File: src/hw/rtl/mmcn_pkg.sv
// ----------------------------------------------------------------------------
// mmcn_pkg
// Shared types and constants of the min/max color normalizer.
// ----------------------------------------------------------------------------
package mmcn_pkg;

    typedef enum logic
    {
        OP_MEASURE,
        OP_CONVERT
    } op_t;

    // head of the request queue as seen by the back end
    typedef struct packed
    {
        logic       valid;
        op_t        op;
        logic       frame_start;
    } cmd_t;

    typedef struct packed
    {
        logic       load;
        logic       step;
    } lane_ctl_t;

    typedef enum logic [1:0]
    {
        ST_IDLE,
        ST_DIV,
        ST_EMIT
    } state_t;

    localparam int QUEUE_DEPTH    = 4;
    localparam int QUEUE_PTR_BITS = 2;
    localparam int QUEUE_CNT_BITS = 3;

    localparam int RES_BITS       = 8;
    localparam int DIV_STEPS      = 8;
    localparam int STEP_CNT_BITS  = 3;

    localparam logic [RES_BITS-1:0] OUT_MAX = 8'd255;

endpackage

File: src/hw/rtl/mmcn_front.sv
// ----------------------------------------------------------------------------
// mmcn_front
// Accepts requests, tags them as measure or convert and holds them in a
// small queue until the back end takes them.
// ----------------------------------------------------------------------------
module mmcn_front #(
    parameter int SAMPLE_BITS = 32
) (
    input  logic                   clk,
    input  logic                   rst_n,
    input  logic                   push,
    output logic                   full,
    input  logic                   mode,
    input  logic                   frame_start,
    input  logic [SAMPLE_BITS-1:0] red,
    input  logic [SAMPLE_BITS-1:0] green,
    input  logic [SAMPLE_BITS-1:0] blue,
    output mmcn_pkg::cmd_t         cmd,
    output logic [SAMPLE_BITS-1:0] head_red,
    output logic [SAMPLE_BITS-1:0] head_green,
    output logic [SAMPLE_BITS-1:0] head_blue,
    input  logic                   deq
);

    mmcn_pkg::op_t                          op_reg    [mmcn_pkg::QUEUE_DEPTH];
    logic                                   fs_reg    [mmcn_pkg::QUEUE_DEPTH];
    logic [SAMPLE_BITS-1:0]                 red_reg   [mmcn_pkg::QUEUE_DEPTH];
    logic [SAMPLE_BITS-1:0]                 green_reg [mmcn_pkg::QUEUE_DEPTH];
    logic [SAMPLE_BITS-1:0]                 blue_reg  [mmcn_pkg::QUEUE_DEPTH];

    logic [mmcn_pkg::QUEUE_PTR_BITS-1:0]    wr_ptr_reg, wr_ptr_next;
    logic [mmcn_pkg::QUEUE_PTR_BITS-1:0]    rd_ptr_reg, rd_ptr_next;
    logic [mmcn_pkg::QUEUE_CNT_BITS-1:0]    count_reg, count_next;

    logic                                   push_ok;
    logic                                   deq_ok;
    mmcn_pkg::op_t                          op_in;

    assign full    = (count_reg == mmcn_pkg::QUEUE_CNT_BITS'(mmcn_pkg::QUEUE_DEPTH));
    assign push_ok = push && !full;
    assign deq_ok  = deq && (count_reg != '0);
    assign op_in   = mode ? mmcn_pkg::OP_CONVERT : mmcn_pkg::OP_MEASURE;

    always_comb
    begin
        wr_ptr_next = push_ok ? wr_ptr_reg + 1'b1 : wr_ptr_reg;
        rd_ptr_next = deq_ok  ? rd_ptr_reg + 1'b1 : rd_ptr_reg;
        case ({push_ok, deq_ok})
            2'b10:   count_next = count_reg + 1'b1;
            2'b01:   count_next = count_reg - 1'b1;
            default: count_next = count_reg;
        endcase
    end

    always_ff @(posedge clk or negedge rst_n)
    begin
        if (!rst_n)
        begin
            wr_ptr_reg <= '0;
            rd_ptr_reg <= '0;
            count_reg  <= '0;
        end
        else
        begin
            wr_ptr_reg <= wr_ptr_next;
            rd_ptr_reg <= rd_ptr_next;
            count_reg  <= count_next;
        end
    end

    always_ff @(posedge clk)
    begin
        if (push_ok)
        begin
            op_reg[wr_ptr_reg]    <= op_in;
            fs_reg[wr_ptr_reg]    <= frame_start;
            red_reg[wr_ptr_reg]   <= red;
            green_reg[wr_ptr_reg] <= green;
            blue_reg[wr_ptr_reg]  <= blue;
        end
    end

    assign cmd.valid       = (count_reg != '0);
    assign cmd.op          = op_reg[rd_ptr_reg];
    assign cmd.frame_start = fs_reg[rd_ptr_reg];
    assign head_red        = red_reg[rd_ptr_reg];
    assign head_green      = green_reg[rd_ptr_reg];
    assign head_blue       = blue_reg[rd_ptr_reg];

endmodule

File: src/hw/rtl/mmcn_lane.sv
// ----------------------------------------------------------------------------
// mmcn_lane
// One channel of the convert path: offset against the low mark, range
// checks, and an 8-step restoring division giving diff*255/range.
// ----------------------------------------------------------------------------
module mmcn_lane #(
    parameter int SAMPLE_BITS = 32
) (
    input  logic                            clk,
    input  mmcn_pkg::lane_ctl_t             ctl,
    input  logic [SAMPLE_BITS-1:0]          key,
    input  logic [SAMPLE_BITS-1:0]          low_mark,
    input  logic [SAMPLE_BITS-1:0]          range,
    output logic [mmcn_pkg::RES_BITS-1:0]   level
);

    logic                               zero_reg;
    logic                               sat_reg;
    logic [SAMPLE_BITS-1:0]             diff_reg;
    logic [SAMPLE_BITS-1:0]             rem_reg;
    logic [mmcn_pkg::RES_BITS-1:0]      quo_reg;

    logic [SAMPLE_BITS-1:0]             diff;
    logic [SAMPLE_BITS:0]               rem_sh;
    logic [SAMPLE_BITS:0]               rem_sub;
    logic                               take;

    assign diff    = key - low_mark;
    assign rem_sh  = {rem_reg, 1'b0};
    assign rem_sub = rem_sh - {1'b0, range};
    assign take    = (rem_sh >= {1'b0, range});

    always_ff @(posedge clk)
    begin
        if (ctl.load)
        begin
            zero_reg <= (key <= low_mark);
            sat_reg  <= (diff >= range);
            diff_reg <= diff;
            rem_reg  <= diff;
            quo_reg  <= '0;
        end
        else if (ctl.step)
        begin
            rem_reg <= take ? rem_sub[SAMPLE_BITS-1:0] : rem_sh[SAMPLE_BITS-1:0];
            quo_reg <= {quo_reg[mmcn_pkg::RES_BITS-2:0], take};
        end
    end

    // 256*d/r minus one when the remainder fell below d gives 255*d/r
    always_comb
    begin
        if (zero_reg)
            level = '0;
        else if (sat_reg)
            level = mmcn_pkg::OUT_MAX;
        else
            level = quo_reg - mmcn_pkg::RES_BITS'(rem_reg < diff_reg);
    end

endmodule

File: src/hw/rtl/mmcn_back.sv
// ----------------------------------------------------------------------------
// mmcn_back
// Executes queued requests: folds measure requests into the marks and runs
// convert requests through three channel lanes into the result register.
// ----------------------------------------------------------------------------
module mmcn_back #(
    parameter int SAMPLE_BITS = 32
) (
    input  logic                            clk,
    input  logic                            rst_n,
    input  mmcn_pkg::cmd_t                  cmd,
    input  logic [SAMPLE_BITS-1:0]          head_red,
    input  logic [SAMPLE_BITS-1:0]          head_green,
    input  logic [SAMPLE_BITS-1:0]          head_blue,
    output logic                            deq,
    input  logic                            pop,
    output logic                            empty,
    output logic [mmcn_pkg::RES_BITS-1:0]   red_out,
    output logic [mmcn_pkg::RES_BITS-1:0]   green_out,
    output logic [mmcn_pkg::RES_BITS-1:0]   blue_out,
    output logic                            flat_range
);

    localparam logic [SAMPLE_BITS-1:0] SIGN_BIT = {1'b1, {(SAMPLE_BITS-1){1'b0}}};

    mmcn_pkg::state_t                       state_reg, state_next;
    logic [mmcn_pkg::STEP_CNT_BITS-1:0]     step_cnt_reg;
    logic [SAMPLE_BITS-1:0]                 low_reg;
    logic [SAMPLE_BITS-1:0]                 high_reg;
    logic                                   flat_reg;
    logic                                   out_valid_reg;
    logic [mmcn_pkg::RES_BITS-1:0]          red_out_reg, green_out_reg, blue_out_reg;
    logic                                   flat_out_reg;

    mmcn_pkg::lane_ctl_t                    lane_ctl;
    logic                                   measure_en;
    logic                                   out_load;
    logic                                   out_free;
    logic                                   last_step;

    logic [SAMPLE_BITS-1:0]                 key_r, key_g, key_b;
    logic [SAMPLE_BITS-1:0]                 base_low, base_high;
    logic [SAMPLE_BITS-1:0]                 lo_a, lo_b, low_next;
    logic [SAMPLE_BITS-1:0]                 hi_a, hi_b, high_next;
    logic [SAMPLE_BITS-1:0]                 range_now;
    logic [mmcn_pkg::RES_BITS-1:0]          lvl_r, lvl_g, lvl_b;

    // sign flip turns signed order into unsigned order
    assign key_r = head_red   ^ SIGN_BIT;
    assign key_g = head_green ^ SIGN_BIT;
    assign key_b = head_blue  ^ SIGN_BIT;

    assign base_low  = cmd.frame_start ? '1 : low_reg;
    assign base_high = cmd.frame_start ? '0 : high_reg;

    // marks only move in idle, so this holds through a whole convert
    assign range_now = high_reg - low_reg;

    always_comb
    begin
        lo_a      = (key_r < key_g) ? key_r : key_g;
        lo_b      = (key_b < base_low) ? key_b : base_low;
        low_next  = (lo_a < lo_b) ? lo_a : lo_b;
        hi_a      = (key_r > key_g) ? key_r : key_g;
        hi_b      = (key_b > base_high) ? key_b : base_high;
        high_next = (hi_a > hi_b) ? hi_a : hi_b;
    end

    assign out_free  = !out_valid_reg || pop;
    assign last_step = (step_cnt_reg == mmcn_pkg::STEP_CNT_BITS'(mmcn_pkg::DIV_STEPS - 1));

    always_comb
    begin
        state_next = state_reg;
        case (state_reg)
            mmcn_pkg::ST_IDLE:
            begin
                if (cmd.valid && (cmd.op == mmcn_pkg::OP_CONVERT))
                    state_next = mmcn_pkg::ST_DIV;
            end
            mmcn_pkg::ST_DIV:
            begin
                if (last_step)
                    state_next = mmcn_pkg::ST_EMIT;
            end
            mmcn_pkg::ST_EMIT:
            begin
                if (out_free)
                    state_next = mmcn_pkg::ST_IDLE;
            end
            default:
                state_next = mmcn_pkg::ST_IDLE;
        endcase
    end

    always_comb
    begin
        deq           = 1'b0;
        measure_en    = 1'b0;
        lane_ctl.load = 1'b0;
        lane_ctl.step = 1'b0;
        out_load      = 1'b0;
        case (state_reg)
            mmcn_pkg::ST_IDLE:
            begin
                if (cmd.valid)
                begin
                    deq = 1'b1;
                    if (cmd.op == mmcn_pkg::OP_MEASURE)
                        measure_en = 1'b1;
                    else
                        lane_ctl.load = 1'b1;
                end
            end
            mmcn_pkg::ST_DIV:
                lane_ctl.step = 1'b1;
            mmcn_pkg::ST_EMIT:
                out_load = out_free;
            default:
                deq = 1'b0;
        endcase
    end

    always_ff @(posedge clk or negedge rst_n)
    begin
        if (!rst_n)
        begin
            state_reg     <= mmcn_pkg::ST_IDLE;
            step_cnt_reg  <= '0;
            low_reg       <= '1;
            high_reg      <= '0;
            out_valid_reg <= 1'b0;
        end
        else
        begin
            state_reg <= state_next;
            if (lane_ctl.load)
                step_cnt_reg <= '0;
            else if (lane_ctl.step)
                step_cnt_reg <= step_cnt_reg + 1'b1;
            if (measure_en)
            begin
                low_reg  <= low_next;
                high_reg <= high_next;
            end
            if (out_load)
                out_valid_reg <= 1'b1;
            else if (pop)
                out_valid_reg <= 1'b0;
        end
    end

    always_ff @(posedge clk)
    begin
        if (lane_ctl.load)
        begin
            flat_reg  <= (high_reg <= low_reg);
        end
        if (out_load)
        begin
            red_out_reg   <= flat_reg ? '0 : lvl_r;
            green_out_reg <= flat_reg ? '0 : lvl_g;
            blue_out_reg  <= flat_reg ? '0 : lvl_b;
            flat_out_reg  <= flat_reg;
        end
    end

    mmcn_lane #(.SAMPLE_BITS(SAMPLE_BITS)) u_lane_red (
        .clk      (clk),
        .ctl      (lane_ctl),
        .key      (key_r),
        .low_mark (low_reg),
        .range    (range_now),
        .level    (lvl_r)
    );

    mmcn_lane #(.SAMPLE_BITS(SAMPLE_BITS)) u_lane_green (
        .clk      (clk),
        .ctl      (lane_ctl),
        .key      (key_g),
        .low_mark (low_reg),
        .range    (range_now),
        .level    (lvl_g)
    );

    mmcn_lane #(.SAMPLE_BITS(SAMPLE_BITS)) u_lane_blue (
        .clk      (clk),
        .ctl      (lane_ctl),
        .key      (key_b),
        .low_mark (low_reg),
        .range    (range_now),
        .level    (lvl_b)
    );

    assign empty      = !out_valid_reg;
    assign red_out    = red_out_reg;
    assign green_out  = green_out_reg;
    assign blue_out   = blue_out_reg;
    assign flat_range = flat_out_reg;

endmodule

File: src/hw/rtl/minmax_color_normalizer_top.sv
// ----------------------------------------------------------------------------
// minmax_color_normalizer_top
// Min/max normalization of signed fixed-point RGB pixels to 8 bits.
// ----------------------------------------------------------------------------
// Requests enter a 4-entry queue and are executed in order by the back end.
// A measure request is folded into the marks in idle and yields no result. A
// convert request is loaded, run through eight restoring-division steps on
// three channel lanes side by side, and then written into the result register;
// a full result register holds the back end in the emit state until popped.
// The queue keeps taking requests meanwhile, so push sees full only when all
// four queue entries hold waiting requests.
module minmax_color_normalizer_top #(
    parameter int SAMPLE_BITS = 32
) (
    input  logic                            clk,
    input  logic                            rst_n,
    input  logic                            push,
    output logic                            full,
    input  logic                            mode,
    input  logic                            frame_start,
    input  logic signed [SAMPLE_BITS-1:0]   red,
    input  logic signed [SAMPLE_BITS-1:0]   green,
    input  logic signed [SAMPLE_BITS-1:0]   blue,
    input  logic                            pop,
    output logic                            empty,
    output logic [mmcn_pkg::RES_BITS-1:0]   red_out,
    output logic [mmcn_pkg::RES_BITS-1:0]   green_out,
    output logic [mmcn_pkg::RES_BITS-1:0]   blue_out,
    output logic                            flat_range
);

    mmcn_pkg::cmd_t             cmd;
    logic [SAMPLE_BITS-1:0]     head_red, head_green, head_blue;
    logic                       deq;

    mmcn_front #(.SAMPLE_BITS(SAMPLE_BITS)) u_front (
        .clk         (clk),
        .rst_n       (rst_n),
        .push        (push),
        .full        (full),
        .mode        (mode),
        .frame_start (frame_start),
        .red         (red),
        .green       (green),
        .blue        (blue),
        .cmd         (cmd),
        .head_red    (head_red),
        .head_green  (head_green),
        .head_blue   (head_blue),
        .deq         (deq)
    );

    mmcn_back #(.SAMPLE_BITS(SAMPLE_BITS)) u_back (
        .clk         (clk),
        .rst_n       (rst_n),
        .cmd         (cmd),
        .head_red    (head_red),
        .head_green  (head_green),
        .head_blue   (head_blue),
        .deq         (deq),
        .pop         (pop),
        .empty       (empty),
        .red_out     (red_out),
        .green_out   (green_out),
        .blue_out    (blue_out),
        .flat_range  (flat_range)
    );

endmodule

File: config.mk
export PLATFORM = sky130hd
export DESIGN_NAME = minmax_color_normalizer_top
export DESIGN_NICKNAME = d
export VERILOG_FILES = /design/src/hw/rtl/mmcn_pkg.sv /design/src/hw/rtl/mmcn_front.sv /design/src/hw/rtl/mmcn_lane.sv /design/src/hw/rtl/mmcn_back.sv /design/src/hw/rtl/minmax_color_normalizer_top.sv
export SDC_FILE = /design/constraint.sdc
export NUM_CORES = 2
export LEC_CHECK = 0
export ABC_AREA = 1
export BUFFER_PORTS_ARGS = -buffer_cell sky130_fd_sc_hd__buf_2
export CORE_ASPECT_RATIO = 1.4
export CORE_UTILIZATION = 34
export DETAILED_ROUTE_END_ITERATION = 10
export PLACE_DENSITY = 0.52
export SETUP_SLACK_MARGIN = 0.1
export SLEW_MARGIN = 0
export SYNTH_ARGS = -nofsm -noshare
export SYNTH_HDL_FRONTEND = slang
export SYNTH_SLANG_ARGS = --single-unit
File: constraint.sdc
create_clock -name clk -period 6.63 [get_ports clk]
set_input_delay 0.663 -clock clk [delete_from_list [all_inputs] [get_ports clk]]
set_output_delay 0.663 -clock clk [all_outputs]
set_load 0.01 [all_outputs]
==> run_summary.xml <==
<?xml version="1.0" encoding="UTF-8"?>
<metrics>
  <group name="placed_design">
    <metric name="place.gp.congestion" unit="">0.957</metric>
    <metric name="place_worst_setup_slack" unit="ns">-0.280</metric>
    <metric name="placement.io_buffers" unit="">128</metric>
    <metric name="place.detailed.hpwl" unit="µm">121000</metric>
    <metric name="placement.cell_area" unit="µm²">52000</metric>
  </group>
  <group name="critical_path">
    <metric name="path_common_cell" unit="">sky130_fd_sc_hd__nand2_1</metric>
    <metric name="crit_type" unit="">reg -&gt; reg</metric>
    <metric name="worst-endpoint-arrival" unit="ns">6.58</metric>
    <metric name="cpMaxStageDelayCell" unit="">sky130_fd_sc_hd__dfstp_2</metric>
    <metric name="critical_path_launch_point_type" unit="">flop</metric>
    <metric name="cp_max_fo" unit="">16</metric>
    <metric name="kind_of_end_point_of_the_critical_path" unit="">flop</metric>
    <metric name="timing.critical_path.slowest_cell_delay" unit="ns">0.57</metric>
    <metric name="critical_path_required" unit="ns">7.03</metric>
  </group>
  <group name="logic_synthesis">
    <metric name="post-synth-top-area-fraction" unit="">0.386</metric>
    <metric name="ys_dominant_reg_cell" unit="">sky130_fd_sc_hd__edfxtp_1</metric>
    <metric name="yosysWarnings" unit="">0</metric>
    <metric name="yosys_register_bits" unit="">717</metric>
    <metric name="synth_nets" unit="">6049</metric>
    <metric name="yosysSeqAreaShare" unit="">0.437</metric>
    <metric name="synth-edff-count" unit="">616</metric>
    <metric name="ys_top_cells_by_count" unit="">1196 x sky130_fd_sc_hd__nand2_1, 616 x sky130_fd_sc_hd__edfxtp_1, 584 x sky130_fd_sc_hd__ha_1, 485 x sky130_fd_sc_hd__o21ai_0, 473 x sky130_fd_sc_hd__inv_1</metric>
    <metric name="yosys.cell_types.count" unit="">66</metric>
    <metric name="async_reset_ff_frac" unit="">0.107</metric>
    <metric name="post_synth_instance_area" unit="µm²">47900</metric>
    <metric name="most_used_standard_cell_by_instance_count_after_synthesis" unit="">sky130_fd_sc_hd__nand2_1</metric>
    <metric name="count_of_mapped_cells_out_of_synthesis" unit="">5355</metric>
    <metric name="netlist.top_cell.by_area" unit="">sky130_fd_sc_hd__edfxtp_1</metric>
    <metric name="avgSynthCellArea" unit="µm²">8.94</metric>
    <metric name="synthTopCellsByArea" unit="">sky130_fd_sc_hd__edfxtp_1 39%, sky130_fd_sc_hd__ha_1 15%, sky130_fd_sc_hd__nand2_1 9.4%</metric>
  </group>
  <group name="sta">
    <metric name="post-route-worst-setup-slack" unit="ns">0.445</metric>
    <metric name="fmaxAchievable" unit="MHz">162</metric>
    <metric name="final_cycle_share" unit="">0.933</metric>
    <metric name="slew_headroom" unit="">0.178</metric>
    <metric name="finalHoldViolCount" unit="">0</metric>
    <metric name="clock-skew-final" unit="ns">0.0251</metric>
    <metric name="worst-slew-pin-transition" unit="ns">1.22</metric>
    <metric name="period_minus_slack" unit="ns">6.18</metric>
    <metric name="rsz_0062_raised_after_global_routing" unit="">false</metric>
    <metric name="timing.final.max_slew_violations" unit="">0</metric>
    <metric name="finalSetupViolations" unit="">0</metric>
    <metric name="final.hold.worst_slack" unit="ns">0.180</metric>
  </group>
  <group name="final_layout">
    <metric name="number_of_nets_at_the_end_of_the_flow" unit="">6303</metric>
    <metric name="stdcell_area" unit="µm²">54700</metric>
    <metric name="final-seq-area" unit="µm²">21000</metric>
    <metric name="drive_above_1_share" unit="">0.0968</metric>
    <metric name="layout.filler_cells" unit="">13921</metric>
    <metric name="layout-area-overhead-vs-synth" unit="%">14.2</metric>
    <metric name="area_occupied_by_multi_input_gates" unit="µm²">24600</metric>
  </group>
  <group name="detailed_routing">
    <metric name="route.detailed.wl_per_inst" unit="µm">20.6</metric>
    <metric name="dr.pass1.iters" unit="">6</metric>
    <metric name="initialDrtViolationCount" unit="">2186</metric>
    <metric name="drt.antenna.violating_nets" unit="">0</metric>
    <metric name="vias" unit="">39262</metric>
    <metric name="drt-vias-per-instance" unit="">5.25</metric>
    <metric name="post-route-drc-count" unit="">0</metric>
    <metric name="postRouteWirelength" unit="µm">154000</metric>
  </group>
  <group name="floorplanning">
    <metric name="initial_cell_density_of_the_core" unit="">0.343</metric>
    <metric name="die_h" unit="µm">446</metric>
    <metric name="dieWidth" unit="µm">319</metric>
    <metric name="pin_count" unit="">129</metric>
    <metric name="floorplan_row_count" unit="">162</metric>
    <metric name="fp.dieArea" unit="µm²">142000</metric>
    <metric name="core" unit="µm²">139000</metric>
  </group>
  <group name="clock_network">
    <metric name="clock_tree.htree_level_count" unit="">3</metric>
    <metric name="tritoncts_clock_tree" unit="">built</metric>
    <metric name="clock_path_buffers" unit="">3</metric>
    <metric name="clk-insertion-delay-late" unit="ns">0.70</metric>
    <metric name="cts_made_buffers" unit="">78</metric>
    <metric name="sink_count_of_the_clock_tree" unit="">717</metric>
    <metric name="cts_post_setup_buffers_inserted" unit="">0</metric>
    <metric name="cts.reportedPaths.clkPinSlew" unit="ns">0.06</metric>
    <metric name="clock-root-buffer" unit="">sky130_fd_sc_hd__clkbuf_16</metric>
  </group>
  <group name="grt">
    <metric name="global_route.overflow_total" unit="">0</metric>
    <metric name="largest_net_degree_at_the_start_of_global_routing" unit="">172</metric>
    <metric name="globalRouteMet1Util" unit="">0.245</metric>
    <metric name="grt_antenna_before_repair" unit="">12</metric>
    <metric name="grt_first_pass_wirelength" unit="µm">231000</metric>
    <metric name="track_usage" unit="">0.214</metric>
    <metric name="met2_global_route_usage" unit="">0.393</metric>
    <metric name="first_global_vias" unit="">39283</metric>
    <metric name="use_met3" unit="">0.0219</metric>
    <metric name="grt-busiest-layer" unit="">met2</metric>
  </group>
  <group name="hold_path">
    <metric name="hold_path_class" unit="">in -&gt; reg</metric>
  </group>
  <group name="run">
    <metric name="timing.max_cap.violations" unit="">0</metric>
  </group>
  <group name="status">
    <metric name="run_status" unit="">finished, final reports clean</metric>
  </group>
</metrics>
-- layer usage --
metal | share of wire | vias up | wire length, µm
met5 | 0.00033 | - | 51
met4 | 0.051 | 8 | 7920
met3 | 0.035 | 257 | 5360
met2 | 0.51 | 842 | 78100
met1 | 0.41 | 18689 | 62700
li1 | - | 19466 | -
-- through the flow --
stage                util  TNS [ns]  std cells
finish              0.392         0       7477
CTS                 0.392         0       7474
floorplan               -         0       5355
global placement    0.373    -18.52       7331
global route        0.392         0       7474
detailed placement  0.373     -6.91       7332
-- worst max-delay path, delay by kind of cell, from the launching register on --
| family | cells | cell delay [ns] |
|---|---|---|
| AND/OR/NAND/NOR | 12 | 1.71 |
| AO/OA/AOI/OAI | 9 | 1.63 |
| buffers and inverters | 6 | 1.01 |
| adder cells (fa/ha/maj) | 2 | 0.82 |
| flip-flops | 1 | 0.57 |
| XOR/XNOR | 1 | 0.15 |
-- final timing paths --
| path | from | endpoint | slack (ns) | depth (start not counted) |
|---|---|---|---|---|
| max reg2reg | u_back.low_reg[1] | u_back.u_lane_green.rem_reg[26] | 0.45 | 30 |
| max | u_back.low_reg[1] | u_back.u_lane_green.rem_reg[26] | 0.45 | 30 |
| min reg2reg | u_back.low_reg[21] | u_back.low_reg[21] | 0.48 | 2 |
| min in group asynchronous | rst_n | u_back.high_reg[4] | 0.50 | 2 |
| max in group asynchronous | rst_n | u_front.rd_ptr_reg[0] | 4.87 | 3 |
| min | blue[22] | u_front.blue_reg[1][22] | 0.18 | 1 |
-- cells by family (layout without fill, tap and decap cells) --
group           count (synthesis)  in the layout  synth area share
xor+xnor                      207            207            0.0379
other cells                     0              3                 0
flops                         717            717             0.437
buf+inv                       644            959            0.0519
fa+ha+maj                     592            592             0.156
compound gates               1352           1352             0.161
simple gates                 1843           1843             0.155
-- placed cells by master (no fill, tap or decap), drive strengths merged, types with 9 or more instances in the layout --
cell type / instances
dfrtp: 45
nor2: 340
dfstp: 32
xor2: 99
ha: 584
a211oi: 25
inv: 484
o21ai: 557
nor4: 19
a31oi: 26
o211ai: 51
nand4: 49
a221oi: 9
o221ai: 18
o2111ai: 11
a21boi: 13
edfxtp: 616
nor3: 44
a32oi: 33
o21bai: 13
a21oi: 431
nand2: 1206
nand3: 167
o22ai: 87
buf: 337
dfxtp: 24
o21a: 20
clkinv: 31
o31ai: 11
xnor2: 108
a21o: 21
clkbuf: 96
-- cell type report --
class,instances,area share
inverters,480,0.0332
well taps,1804,0.0413
clock inverters,45,0.00805
multi-input cells,3994,0.450
diodes,3,0.000137
clock buffers,96,0.0385
repair buffers,338,0.0461
flip-flops and latches,717,0.383
-- repair_timing --
item | in CTS | in global routing
hold buffers | 1 | 0
endpoints found under the setup margin | 33 | 132
resized for setup | 2 | 15
pin swaps | 0 | 2
endpoints found under the hold margin | 16 | 0
Power is left out: the tool's default activity adds up to more than one toggle a clock period on the data nets, which glitch-free logic cannot reach.
